$ cat config.mk
export PLATFORM = sky130hd
export DESIGN_NAME = lexical_token_scanner
export DESIGN_NICKNAME = d
export VERILOG_FILES = /design/src/sv/lts_pkg.sv /design/src/sv/lts_scan.sv /design/src/sv/lts_tokq.sv /design/src/sv/lexical_token_scanner.sv
export SDC_FILE = /design/constraint.sdc
export NUM_CORES = 1
export LEC_CHECK = 0
export BUFFER_PORTS_ARGS = -buffer_cell sky130_fd_sc_hd__buf_4
export CORE_ASPECT_RATIO = 0.8
export CORE_MARGIN = 2
export CORE_UTILIZATION = 57
export CTS_CLUSTER_SIZE = 8
export DETAILED_ROUTE_END_ITERATION = 16
export PLACE_DENSITY_LB_ADDON = 0.3
export SLEW_MARGIN = 20
export SYNTH_ARGS = -nofsm -noshare
export SYNTH_HDL_FRONTEND = slang
export SYNTH_HIERARCHICAL = 1
export SYNTH_SLANG_ARGS = --single-unit
$ cat constraint.sdc
create_clock -name clk -period 6.7 [get_ports clk]
set_input_delay 0.335 -clock clk [delete_from_list [all_inputs] [get_ports clk]]
set_output_delay 0.335 -clock clk [all_outputs]
set_load 0.02 [all_outputs]
$ cat src/sv/lts_pkg.sv
// Package for the lexical token scanner: token kinds, token and token-pair types,
// character codes and the small character-class helpers.
// No dependencies; used by every other file of the block.
package lts_pkg;

  typedef enum logic [4:0] {
    K_DIV     = 5'd0,
    K_MULT    = 5'd1,
    K_MINUS   = 5'd2,
    K_PLUS    = 5'd3,
    K_NEWLINE = 5'd4,
    K_NUM     = 5'd5,
    K_STRING  = 5'd6,
    K_ID      = 5'd7,
    K_NOT     = 5'd8,
    K_NEQ     = 5'd9,
    K_GT      = 5'd10,
    K_GTE     = 5'd11,
    K_LT      = 5'd12,
    K_LTE     = 5'd13,
    K_ATTR    = 5'd14,
    K_EQ      = 5'd15,
    K_OR      = 5'd16,
    K_AND     = 5'd17,
    K_RPAR    = 5'd18,
    K_LPAR    = 5'd19,
    K_MOD     = 5'd20,
    K_EOF     = 5'd21,
    K_ERROR   = 5'd22
  } kind_t;

  typedef struct packed {
    kind_t       kind;
    logic [15:0] line;
    logic [15:0] column;
    logic [7:0]  length;
    logic        last;
  } tok_t;

  // Tokens produced by one accepted byte; tok0 goes out first.
  typedef struct packed {
    logic [1:0] count;
    tok_t       tok0;
    tok_t       tok1;
  } tok_pair_t;

  localparam logic [7:0] CH_EOF   = 8'hFF;
  localparam logic [7:0] CH_HASH  = 8'h23;
  localparam logic [7:0] CH_QUOTE = 8'h22;
  localparam logic [7:0] CH_EQ    = 8'h3D;
  localparam logic [7:0] CH_LT    = 8'h3C;
  localparam logic [7:0] CH_GT    = 8'h3E;
  localparam logic [7:0] CH_BANG  = 8'h21;
  localparam logic [7:0] CH_DOT   = 8'h2E;
  localparam logic [7:0] CH_NL    = 8'h0A;
  localparam logic [7:0] CH_SP    = 8'h20;
  localparam logic [7:0] CH_TAB   = 8'h09;
  localparam logic [7:0] CH_PLUS  = 8'h2B;
  localparam logic [7:0] CH_MINUS = 8'h2D;
  localparam logic [7:0] CH_STAR  = 8'h2A;
  localparam logic [7:0] CH_SLASH = 8'h2F;
  localparam logic [7:0] CH_PCT   = 8'h25;
  localparam logic [7:0] CH_LPAR  = 8'h28;
  localparam logic [7:0] CH_RPAR  = 8'h29;
  localparam logic [7:0] CH_AMP   = 8'h26;
  localparam logic [7:0] CH_BAR   = 8'h7C;

  localparam int unsigned QUEUE_DEPTH = 4;

  function automatic logic is_letter(input logic [7:0] b);
    return (b >= 8'h61 && b <= 8'h7A) || (b >= 8'h41 && b <= 8'h5A);
  endfunction

  function automatic logic is_digit(input logic [7:0] b);
    return b >= 8'h30 && b <= 8'h39;
  endfunction

  function automatic logic [15:0] sat_inc16(input logic [15:0] v);
    return (v != 16'hFFFF) ? v + 16'd1 : v;
  endfunction

  function automatic logic is_single(input logic [7:0] b);
    return b == CH_PLUS || b == CH_MINUS || b == CH_STAR || b == CH_SLASH ||
           b == CH_PCT || b == CH_LPAR || b == CH_RPAR || b == CH_AMP || b == CH_BAR;
  endfunction

  function automatic kind_t single_kind(input logic [7:0] b);
    kind_t k;
    case (b)
      CH_PLUS:  k = K_PLUS;
      CH_MINUS: k = K_MINUS;
      CH_STAR:  k = K_MULT;
      CH_SLASH: k = K_DIV;
      CH_PCT:   k = K_MOD;
      CH_LPAR:  k = K_LPAR;
      CH_RPAR:  k = K_RPAR;
      CH_AMP:   k = K_AND;
      CH_BAR:   k = K_OR;
      default:  k = K_ERROR;
    endcase
    return k;
  endfunction

endpackage

$ cat src/sv/lts_scan.sv
// Lexer automaton: scan state, comment flag, line and column counters and the
// current lexeme. Depends on lts_pkg; yields the tokens caused by the byte accepted.
module lts_scan #(
  parameter int MAX_LEXEME = 255
) (
  input  logic               clk,
  input  logic               rst_n,
  input  logic               in_fire,
  input  logic [7:0]         in_byte,
  output lts_pkg::tok_pair_t tokens
);

  localparam int LW = $clog2(MAX_LEXEME + 1);

  typedef enum logic [3:0] {
    S_START = 4'd0,
    S_EQ    = 4'd1,
    S_LT    = 4'd2,
    S_GT    = 4'd3,
    S_NOT   = 4'd4,
    S_ID    = 4'd5,
    S_STR   = 4'd6,
    S_INT   = 4'd8,
    S_DOT   = 4'd9,
    S_FRAC  = 4'd10
  } state_t;

  state_t          st_r, st_nxt;
  logic            cmt_r, cmt_nxt;
  logic [15:0]     line_r, line_nxt;
  logic [15:0]     col_r, col_nxt;
  logic [15:0]     scol_r, scol_nxt;
  logic [LW-1:0]   len_r, len_nxt;

  logic            ta_v, tb_v, rescan;
  lts_pkg::kind_t  ta_kind, tb_kind;
  logic [7:0]      ta_len;
  logic [15:0]     col_mid;
  lts_pkg::tok_t   tok_a, tok_b;
  logic [1:0]      n_tok;

  function automatic logic [LW-1:0] len_inc(input logic [LW-1:0] v);
    return (32'(v) < 32'(MAX_LEXEME)) ? v + LW'(1) : v;
  endfunction

  function automatic logic [7:0] len_out(input logic [LW-1:0] v);
    return (32'(v) > 32'd255) ? 8'hFF : 8'(v);
  endfunction

  function automatic lts_pkg::kind_t one_kind(input state_t s);
    lts_pkg::kind_t k;
    case (s)
      S_EQ:    k = lts_pkg::K_ATTR;
      S_LT:    k = lts_pkg::K_LT;
      S_GT:    k = lts_pkg::K_GT;
      default: k = lts_pkg::K_NOT;
    endcase
    return k;
  endfunction

  function automatic lts_pkg::kind_t two_kind(input state_t s);
    lts_pkg::kind_t k;
    case (s)
      S_EQ:    k = lts_pkg::K_EQ;
      S_LT:    k = lts_pkg::K_LTE;
      S_GT:    k = lts_pkg::K_GTE;
      default: k = lts_pkg::K_NEQ;
    endcase
    return k;
  endfunction

  always_comb begin
    st_nxt   = st_r;
    cmt_nxt  = cmt_r;
    line_nxt = line_r;
    col_nxt  = col_r;
    scol_nxt = scol_r;
    len_nxt  = len_r;
    ta_v     = 1'b0;
    ta_kind  = lts_pkg::K_ERROR;
    tb_v     = 1'b0;
    tb_kind  = lts_pkg::K_ERROR;
    rescan   = 1'b0;

    // First, a byte that arrives inside a token.
    case (st_r)
      S_EQ, S_LT, S_GT, S_NOT: begin
        st_nxt = S_START;
        ta_v   = 1'b1;
        if (in_byte == lts_pkg::CH_EQ) begin
          len_nxt = len_inc(len_r);
          col_nxt = lts_pkg::sat_inc16(col_r);
          ta_kind = two_kind(st_r);
        end else begin
          ta_kind = one_kind(st_r);
          rescan  = 1'b1;
        end
      end
      S_ID: begin
        if (lts_pkg::is_letter(in_byte) || lts_pkg::is_digit(in_byte)) begin
          len_nxt = len_inc(len_r);
          col_nxt = lts_pkg::sat_inc16(col_r);
        end else begin
          st_nxt  = S_START;
          ta_v    = 1'b1;
          ta_kind = lts_pkg::K_ID;
          rescan  = 1'b1;
        end
      end
      S_STR: begin
        if (in_byte == lts_pkg::CH_EOF) begin
          st_nxt  = S_START;
          ta_v    = 1'b1;
          ta_kind = lts_pkg::K_ERROR;
          rescan  = 1'b1;
        end else begin
          len_nxt = len_inc(len_r);
          col_nxt = lts_pkg::sat_inc16(col_r);
          if (in_byte == lts_pkg::CH_QUOTE) begin
            st_nxt  = S_START;
            ta_v    = 1'b1;
            ta_kind = lts_pkg::K_STRING;
          end
        end
      end
      S_INT: begin
        if (lts_pkg::is_digit(in_byte)) begin
          len_nxt = len_inc(len_r);
          col_nxt = lts_pkg::sat_inc16(col_r);
        end else if (in_byte == lts_pkg::CH_DOT) begin
          len_nxt = len_inc(len_r);
          col_nxt = lts_pkg::sat_inc16(col_r);
          st_nxt  = S_DOT;
        end else begin
          st_nxt  = S_START;
          ta_v    = 1'b1;
          ta_kind = lts_pkg::K_NUM;
          rescan  = 1'b1;
        end
      end
      S_DOT: begin
        if (lts_pkg::is_digit(in_byte)) begin
          len_nxt = len_inc(len_r);
          col_nxt = lts_pkg::sat_inc16(col_r);
          st_nxt  = S_FRAC;
        end else begin
          st_nxt  = S_START;
          ta_v    = 1'b1;
          ta_kind = lts_pkg::K_ERROR;
          if (in_byte == lts_pkg::CH_NL || in_byte == lts_pkg::CH_EOF) begin
            rescan = 1'b1;
          end else begin
            len_nxt = len_inc(len_r);
            col_nxt = lts_pkg::sat_inc16(col_r);
          end
        end
      end
      S_FRAC: begin
        if (lts_pkg::is_digit(in_byte)) begin
          len_nxt = len_inc(len_r);
          col_nxt = lts_pkg::sat_inc16(col_r);
        end else begin
          st_nxt  = S_START;
          ta_v    = 1'b1;
          ta_kind = lts_pkg::K_NUM;
          rescan  = 1'b1;
        end
      end
      default: begin
        st_nxt = S_START;
        rescan = 1'b1;
      end
    endcase

    ta_len  = len_out(len_nxt);
    col_mid = col_nxt;

    // Then the byte seen from the start state, if it still has to be scanned.
    if (rescan) begin
      if (cmt_r) begin
        if (in_byte == lts_pkg::CH_NL) begin
          cmt_nxt  = 1'b0;
          line_nxt = lts_pkg::sat_inc16(line_r);
          col_nxt  = 16'd0;
        end else if (in_byte == lts_pkg::CH_EOF) begin
          cmt_nxt = 1'b0;
          tb_v    = 1'b1;
          tb_kind = lts_pkg::K_EOF;
        end else begin
          col_nxt = lts_pkg::sat_inc16(col_mid);
        end
      end else if (in_byte == lts_pkg::CH_SP || in_byte == lts_pkg::CH_TAB) begin
        col_nxt = lts_pkg::sat_inc16(col_mid);
      end else if (in_byte == lts_pkg::CH_HASH) begin
        cmt_nxt = 1'b1;
        col_nxt = lts_pkg::sat_inc16(col_mid);
      end else if (in_byte == lts_pkg::CH_NL) begin
        tb_v     = 1'b1;
        tb_kind  = lts_pkg::K_NEWLINE;
        line_nxt = lts_pkg::sat_inc16(line_r);
        col_nxt  = 16'd0;
      end else if (lts_pkg::is_single(in_byte)) begin
        tb_v    = 1'b1;
        tb_kind = lts_pkg::single_kind(in_byte);
        col_nxt = lts_pkg::sat_inc16(col_mid);
      end else if (in_byte == lts_pkg::CH_EQ || in_byte == lts_pkg::CH_LT ||
                   in_byte == lts_pkg::CH_GT || in_byte == lts_pkg::CH_BANG ||
                   in_byte == lts_pkg::CH_QUOTE || in_byte == lts_pkg::CH_DOT ||
                   lts_pkg::is_letter(in_byte) || lts_pkg::is_digit(in_byte)) begin
        scol_nxt = col_mid;
        len_nxt  = LW'(1);
        col_nxt  = lts_pkg::sat_inc16(col_mid);
        if (in_byte == lts_pkg::CH_EQ) begin
          st_nxt = S_EQ;
        end else if (in_byte == lts_pkg::CH_LT) begin
          st_nxt = S_LT;
        end else if (in_byte == lts_pkg::CH_GT) begin
          st_nxt = S_GT;
        end else if (in_byte == lts_pkg::CH_BANG) begin
          st_nxt = S_NOT;
        end else if (in_byte == lts_pkg::CH_QUOTE) begin
          st_nxt = S_STR;
        end else if (in_byte == lts_pkg::CH_DOT) begin
          st_nxt = S_DOT;
        end else if (lts_pkg::is_letter(in_byte)) begin
          st_nxt = S_ID;
        end else begin
          st_nxt = S_INT;
        end
      end else if (in_byte == lts_pkg::CH_EOF) begin
        tb_v    = 1'b1;
        tb_kind = lts_pkg::K_EOF;
      end else begin
        tb_v    = 1'b1;
        tb_kind = lts_pkg::K_ERROR;
        col_nxt = lts_pkg::sat_inc16(col_mid);
      end
    end
  end

  always_comb begin
    n_tok = {1'b0, ta_v} + {1'b0, tb_v};

    tok_a.kind   = ta_kind;
    tok_a.line   = line_r;
    tok_a.column = scol_r;
    tok_a.length = ta_len;
    tok_a.last   = !tb_v;

    tok_b.kind   = tb_kind;
    tok_b.line   = line_r;
    tok_b.column = col_mid;
    tok_b.length = 8'd1;
    tok_b.last   = 1'b1;

    tokens.count = in_fire ? n_tok : 2'd0;
    tokens.tok0  = ta_v ? tok_a : tok_b;
    tokens.tok1  = tok_b;
  end

  always_ff @(posedge clk) begin
    if (!rst_n) begin
      st_r   <= S_START;
      cmt_r  <= 1'b0;
      line_r <= 16'd1;
      col_r  <= 16'd0;
      scol_r <= 16'd0;
      len_r  <= '0;
    end else if (in_fire) begin
      st_r   <= st_nxt;
      cmt_r  <= cmt_nxt;
      line_r <= line_nxt;
      col_r  <= col_nxt;
      scol_r <= scol_nxt;
      len_r  <= len_nxt;
    end
  end

endmodule

$ cat src/sv/lts_tokq.sv
// Four-entry token queue between the scanner and the result channel; takes up to two tokens
// a cycle while space_ok is high and gives one a cycle while out_ready is high. Depends on lts_pkg.
module lts_tokq (
  input  logic               clk,
  input  logic               rst_n,
  input  lts_pkg::tok_pair_t push,
  output logic               space_ok,
  output logic               out_valid,
  input  logic               out_ready,
  output lts_pkg::tok_t      out_tok
);

  localparam int PW = $clog2(lts_pkg::QUEUE_DEPTH);
  localparam int CW = $clog2(lts_pkg::QUEUE_DEPTH + 1);

  lts_pkg::tok_t  entry_r [lts_pkg::QUEUE_DEPTH];
  logic [PW-1:0]  wr_r, wr_nxt;
  logic [PW-1:0]  rd_r, rd_nxt;
  logic [CW-1:0]  cnt_r, cnt_nxt;
  logic           pop;

  assign pop       = out_valid && out_ready;
  assign out_valid = cnt_r != '0;
  assign out_tok   = entry_r[rd_r];
  assign space_ok  = 32'(cnt_r) <= lts_pkg::QUEUE_DEPTH - 2;

  always_comb begin
    wr_nxt  = wr_r + PW'(push.count);
    rd_nxt  = rd_r + PW'(pop);
    cnt_nxt = cnt_r + CW'(push.count) - CW'(pop);
  end

  always_ff @(posedge clk) begin
    if (push.count != 2'd0) begin
      entry_r[wr_r] <= push.tok0;
    end
    if (push.count == 2'd2) begin
      entry_r[wr_r + PW'(1)] <= push.tok1;
    end
  end

  always_ff @(posedge clk) begin
    if (!rst_n) begin
      wr_r  <= '0;
      rd_r  <= '0;
      cnt_r <= '0;
    end else begin
      wr_r  <= wr_nxt;
      rd_r  <= rd_nxt;
      cnt_r <= cnt_nxt;
    end
  end

endmodule

$ cat src/sv/lexical_token_scanner.sv
// Top level of the lexical token scanner: stream ports, scanner and token queue.
// Depends on lts_pkg, lts_scan and lts_tokq.
//
// The block takes one source byte per cycle while in_tready is high and reports one beat
// per token, with kind, line, start column and length; the byte 0xFF marks the end of
// input and gives an eof token. Spaces, tabs and comments from '#' to the next newline
// give no beat. Every byte goes through the automaton in the cycle it is taken; a byte
// that both ends one token and forms another yields two beats, and the result side
// drains one beat per cycle while out_tready is high through a four-entry token queue.
// in_tready drops while the queue holds more than two tokens, so the stream runs at one
// byte per cycle as long as the result side keeps up.
module lexical_token_scanner #(
  parameter int MAX_LEXEME = 255
) (
  input  logic        clk,
  input  logic        rst_n,
  input  logic        in_tvalid,
  output logic        in_tready,
  input  logic [7:0]  in_tdata,   // char_byte [7:0]
  output logic        out_tvalid,
  input  logic        out_tready,
  output logic [47:0] out_tdata,  // token_kind [4:0], token_line [20:5],
                                  // token_column [36:21], token_length [44:37], zeros
  output logic        out_tlast   // last_of_run
);

  lts_pkg::tok_pair_t tokens;
  lts_pkg::tok_t      head;
  logic               in_fire;

  assign in_fire = in_tvalid && in_tready;

  lts_scan #(
    .MAX_LEXEME (MAX_LEXEME)
  ) u_scan (
    .clk     (clk),
    .rst_n   (rst_n),
    .in_fire (in_fire),
    .in_byte (in_tdata),
    .tokens  (tokens)
  );

  lts_tokq u_tokq (
    .clk       (clk),
    .rst_n     (rst_n),
    .push      (tokens),
    .space_ok  (in_tready),
    .out_valid (out_tvalid),
    .out_ready (out_tready),
    .out_tok   (head)
  );

  assign out_tdata = {3'b000, head.length, head.column, head.line, head.kind};
  assign out_tlast = head.last;

endmodule

==> metrics.txt <==
# TYPE chip_impl_metric gauge
chip_impl_metric{name="gp_congestion",unit=""} 0.914
chip_impl_metric{name="fp.coreArea",unit="sq mm"} 0.0263
chip_impl_info{name="r2r-start",value="u_scan/st_r[0]"} 1
chip_impl_metric{name="cp_data_arrival_time",unit="ps"} 5210
chip_impl_info{name="cpLargestDelayFamily",value="simple AND/OR/NAND/NOR gates"} 1
chip_impl_metric{name="floorplan.io_pins",unit=""} 63
chip_impl_metric{name="floorplan.die.height",unit="um"} 150
chip_impl_metric{name="flow.area_growth_from_synthesis",unit="%"} 10.4
chip_impl_info{name="crit_path_top_delay_cell",value="nor4b_4"} 1
chip_impl_metric{name="yosysWarnings",unit=""} 6
chip_impl_metric{name="fillers",unit=""} 1955
chip_impl_metric{name="drv_cap",unit=""} 0
chip_impl_metric{name="post_synth.cell_area_avg",unit="sq um"} 12.4
chip_impl_metric{name="instances_no_fill",unit=""} 1633
chip_impl_metric{name="clock_tree.htree_level_count",unit=""} 2
chip_impl_metric{name="drt-total-wl",unit="um"} 36900
chip_impl_metric{name="drt_first_iter_violations",unit=""} 1231
chip_impl_metric{name="antenna_cells",unit=""} 0
chip_impl_metric{name="hpwl",unit="um"} 23700
chip_impl_info{name="layout.cells.most_common_list",value="184 x edfxtp_1, 98 x mux2_4, 76 x buf_4"} 1
chip_impl_info{name="worst_setup_path_start_kind",value="register"} 1
chip_impl_metric{name="worst_slew_margin_rel",unit="%"} 27.7
chip_impl_metric{name="max_freq",unit="GHz"} 0.201
chip_impl_metric{name="die_area",unit="sq mm"} 0.0281
chip_impl_metric{name="ys_seq_elements",unit=""} 252
chip_impl_metric{name="die_width",unit="um"} 187
chip_impl_metric{name="vias_per_cell",unit=""} 6.43
chip_impl_metric{name="hold_buffers",unit=""} 0
chip_impl_info{name="start_to_end_type_of_the_worst_setup_path",value="reg -> reg"} 1
chip_impl_metric{name="syn-cell-area",unit="sq mm"} 0.0153
chip_impl_metric{name="routed-via-count",unit=""} 10493
chip_impl_metric{name="synth_enable_flop_cells",unit=""} 184
chip_impl_info{name="crit_top_cell",value="nor2_1"} 1
chip_impl_metric{name="initial_antenna_violation_count",unit=""} 0
chip_impl_info{name="mostFrequentLayoutCell",value="edfxtp_1"} 1
chip_impl_metric{name="setup_viol_count_final",unit=""} 0
chip_impl_metric{name="timing.final.crit_share",unit="%"} 74.1
chip_impl_metric{name="layout_setup_ws",unit="ps"} 1740
chip_impl_metric{name="start_util",unit="%"} 58.0
chip_impl_metric{name="numCtsBuffers",unit=""} 37
chip_impl_metric{name="globalRouteOverflowTotal",unit=""} 0
chip_impl_metric{name="drtAntennaViolNets",unit=""} 0
chip_impl_metric{name="critical_path_required",unit="ps"} 6940
chip_impl_metric{name="drive_above_1_share",unit="%"} 29.0
chip_impl_metric{name="synth_cell_type_count",unit=""} 96
chip_impl_metric{name="hold_viol_final",unit=""} 0
chip_impl_info{name="outcome",value="finished, final reports clean"} 1
chip_impl_info{name="cts_root_buf",value="clkbuf_16"} 1
chip_impl_metric{name="asyncSetResetFlopFracSynth",unit="%"} 0
chip_impl_info{name="cp-end-kind",value="register"} 1
chip_impl_metric{name="syn_inst",unit=""} 1234
chip_impl_metric{name="cp.buffers_inverters",unit=""} 2
chip_impl_metric{name="clk_path_buf_depth",unit=""} 3
chip_impl_metric{name="grt_util_all_layers",unit="%"} 26.2
chip_impl_metric{name="worst_setup_hold_path_clk_slew",unit="ps"} 50
chip_impl_metric{name="grt_first_pass_wirelength",unit="um"} 57700
chip_impl_info{name="timing.hold.worst.start",value="out_tready"} 1
chip_impl_metric{name="detailedPlace.worstSlack",unit="ps"} 1530
chip_impl_metric{name="tritoncts_num_sinks",unit=""} 252
chip_impl_metric{name="setup-tns-final",unit="ps"} 0
chip_impl_metric{name="postLayoutCoreUtil",unit="%"} 64.1
chip_impl_info{name="timing.critical_path.from",value="u_scan/st_r[0]"} 1
chip_impl_metric{name="avgRoutedWirePerCell",unit="um"} 22.6
chip_impl_metric{name="io_buffers",unit=""} 59
chip_impl_metric{name="worst-slew-pin-transition",unit="ps"} 1080
chip_impl_metric{name="post_cts_resized",unit=""} 0
chip_impl_metric{name="place_inst",unit=""} 1565
chip_impl_metric{name="post-route-drc-count",unit=""} 0
chip_impl_metric{name="cts.repair_timing.setup_buffer_count",unit=""} 0
chip_impl_info{name="hold_path_class",value="in -> reg"} 1
chip_impl_info{name="critical_path.cell_chain",value="nor4bb_1 > o211ai_1 > o211ai_4 > nor3_2 > nor2_1 > ha_1 > inv_1 > nor2_1 > nor4b_4 > buf_4 > mux2_2"} 1
chip_impl_metric{name="worst_path_largest_cell_delay",unit="ps"} 970
chip_impl_info{name="unrepaired_setup_endpoints_after_global_routing",value="no"} 1
chip_impl_metric{name="grt_start_max_net_pins",unit=""} 72
chip_impl_metric{name="synth-seq-area-share",unit="%"} 45.1
chip_impl_metric{name="critPathMaxFanout",unit=""} 21
chip_impl_metric{name="drv_slew",unit=""} 0
chip_impl_metric{name="dr.pass1.iters",unit=""} 5
chip_impl_metric{name="peakVddDrop",unit="uV"} 238
chip_impl_metric{name="fin_crit",unit="ps"} 4960
chip_impl_metric{name="clk-insertion-delay-late",unit="ps"} 510
chip_impl_metric{name="power_density",unit="mW/mm^2"} 376
chip_impl_info{name="clock_tree_from_tritoncts",value="yes"} 1
chip_impl_metric{name="grt_pass1_vias",unit=""} 10207
chip_impl_metric{name="finClkSkew",unit="ps"} 19.6
chip_impl_info{name="ys.flop_type",value="edfxtp_1"} 1
chip_impl_metric{name="p_leak",unit="nW"} 6.20
chip_impl_metric{name="fin_hold_ws",unit="ps"} 259
chip_impl_metric{name="finish.net_count",unit=""} 1270
chip_impl_metric{name="rows",unit=""} 53
==> report_power, final <==
group	switching [mW]	leakage [nW]	internal (mW)	total (mW)
Combinational	1.28	3.38	1.02	2.31
Sequential	0.207	2.29	2.07	2.28
Clock	0.646	0.529	1.11	1.76
==> sequential cells by signal, indices dropped and copies added, names as in the netlist <==
register and cells:
u_tokq/entry_r 184, u_scan/st_r 4, u_tokq/cnt_r 3, u_scan/scol_r 16
u_scan/col_r 16, u_tokq/wr_r 2, u_tokq/rd_r 2, u_scan/cmt_r 1
u_scan/len_r 8, u_scan/line_r 16
==> worst reg2reg max path: stages, from the launching register on <==
cell	delay (ps)
dfxtp_1	750
nor4bb_1	580
o211ai_1	310
o211ai_4	300
nor3_2	90
nor2_1	280
ha_1	200
inv_1	90
nor2_1	420
nor4b_4	970
buf_4	360
mux2_2	360
==> metal layers <==
layer | track usage, % | vias to the layer above | wire length, um
li1 | - | 4753 | -
met4 | 7.02 | 0 | 701
met5 | 0 | - | 0
met2 | 42.7 | 477 | 17300
met3 | 5.01 | 59 | 2910
met1 | 36.4 | 5204 | 16000
==> layout make-up <==
| class | count | area [sq um] | area share (%) |
|---|---|---|---|
| multi-input combinational | 849 | 7660 | 45.4 |
| sequential | 252 | 6890 | 40.9 |
| clock buffer | 64 | 1070 | 6.34 |
| timing repair buffer | 80 | 646 | 3.83 |
| tap | 357 | 447 | 2.65 |
| inverter | 29 | 109 | 0.645 |
| clock inverter | 2 | 38.8 | 0.230 |
==> stage by stage <==
stage	power, mW	instance area [sq um]
floorplan	3.85	15300
global placement	4.53	15700
detailed placement	4.59	15700
CTS	6.36	16800
global route	6.62	16900
finish	6.35	16900
==> cells by family (layout without fill, tap and decap cells) <==
group           count (synthesis)  after routing  synth area share (%)
compound gates                212            212                  10.0
xor+xnor                       29             29                  1.89
fa+ha+maj                       9              9                 0.786
buf+inv                       143            175                  5.41
flops                         252            252                  45.1
mux                           254            254                  24.4
other cells                     3             13                0.0737
simple gates                  332            332                  12.3
==> final timing paths <==
path                           to  slack [ps]  cells after the start
min reg2reg      u_scan/scol_r[1]         500                      1
min                u_tokq/rd_r[0]         260                      3
max          u_tokq/entry_r[1][3]        1740                     11
max reg2reg  u_tokq/entry_r[1][3]        1740                     11
==> Yosys cell counts, types with 7 or more instances <==
master	number	share of area, %
a31oi_1	15	0.61
and2_1	21	0.86
dfxtp_1	68	8.9
xor2_1	11	0.63
nand3_1	27	0.88
and4_1	9	0.52
or3_1	15	0.61
mux2_4	98	9.6
o31ai_1	9	0.44
a21oi_1	36	1.2
nand2b_1	9	0.37
nor3_1	19	0.62
mux4_2	46	6.8
ha_1	8	0.66
mux2_2	62	4.6
o211a_1	12	0.79
nor2b_1	18	0.74
clkbuf_1	41	1.0
o211ai_1	7	0.34
mux2i_1	15	0.98
and3_1	17	0.70
nor4_1	11	0.45
buf_4	36	1.8
xnor2_1	15	0.86
buf_6	18	1.3
nor2_1	58	1.4
nand4_1	12	0.49
mux2_1	32	2.4
a21boi_0	11	0.54
buf_2	15	0.49
nand2_1	73	1.8
edfxtp_1	184	36
inv_1	26	0.64
o21ai_0	51	1.7
Note: power is estimated with default switching activity, not from simulation.
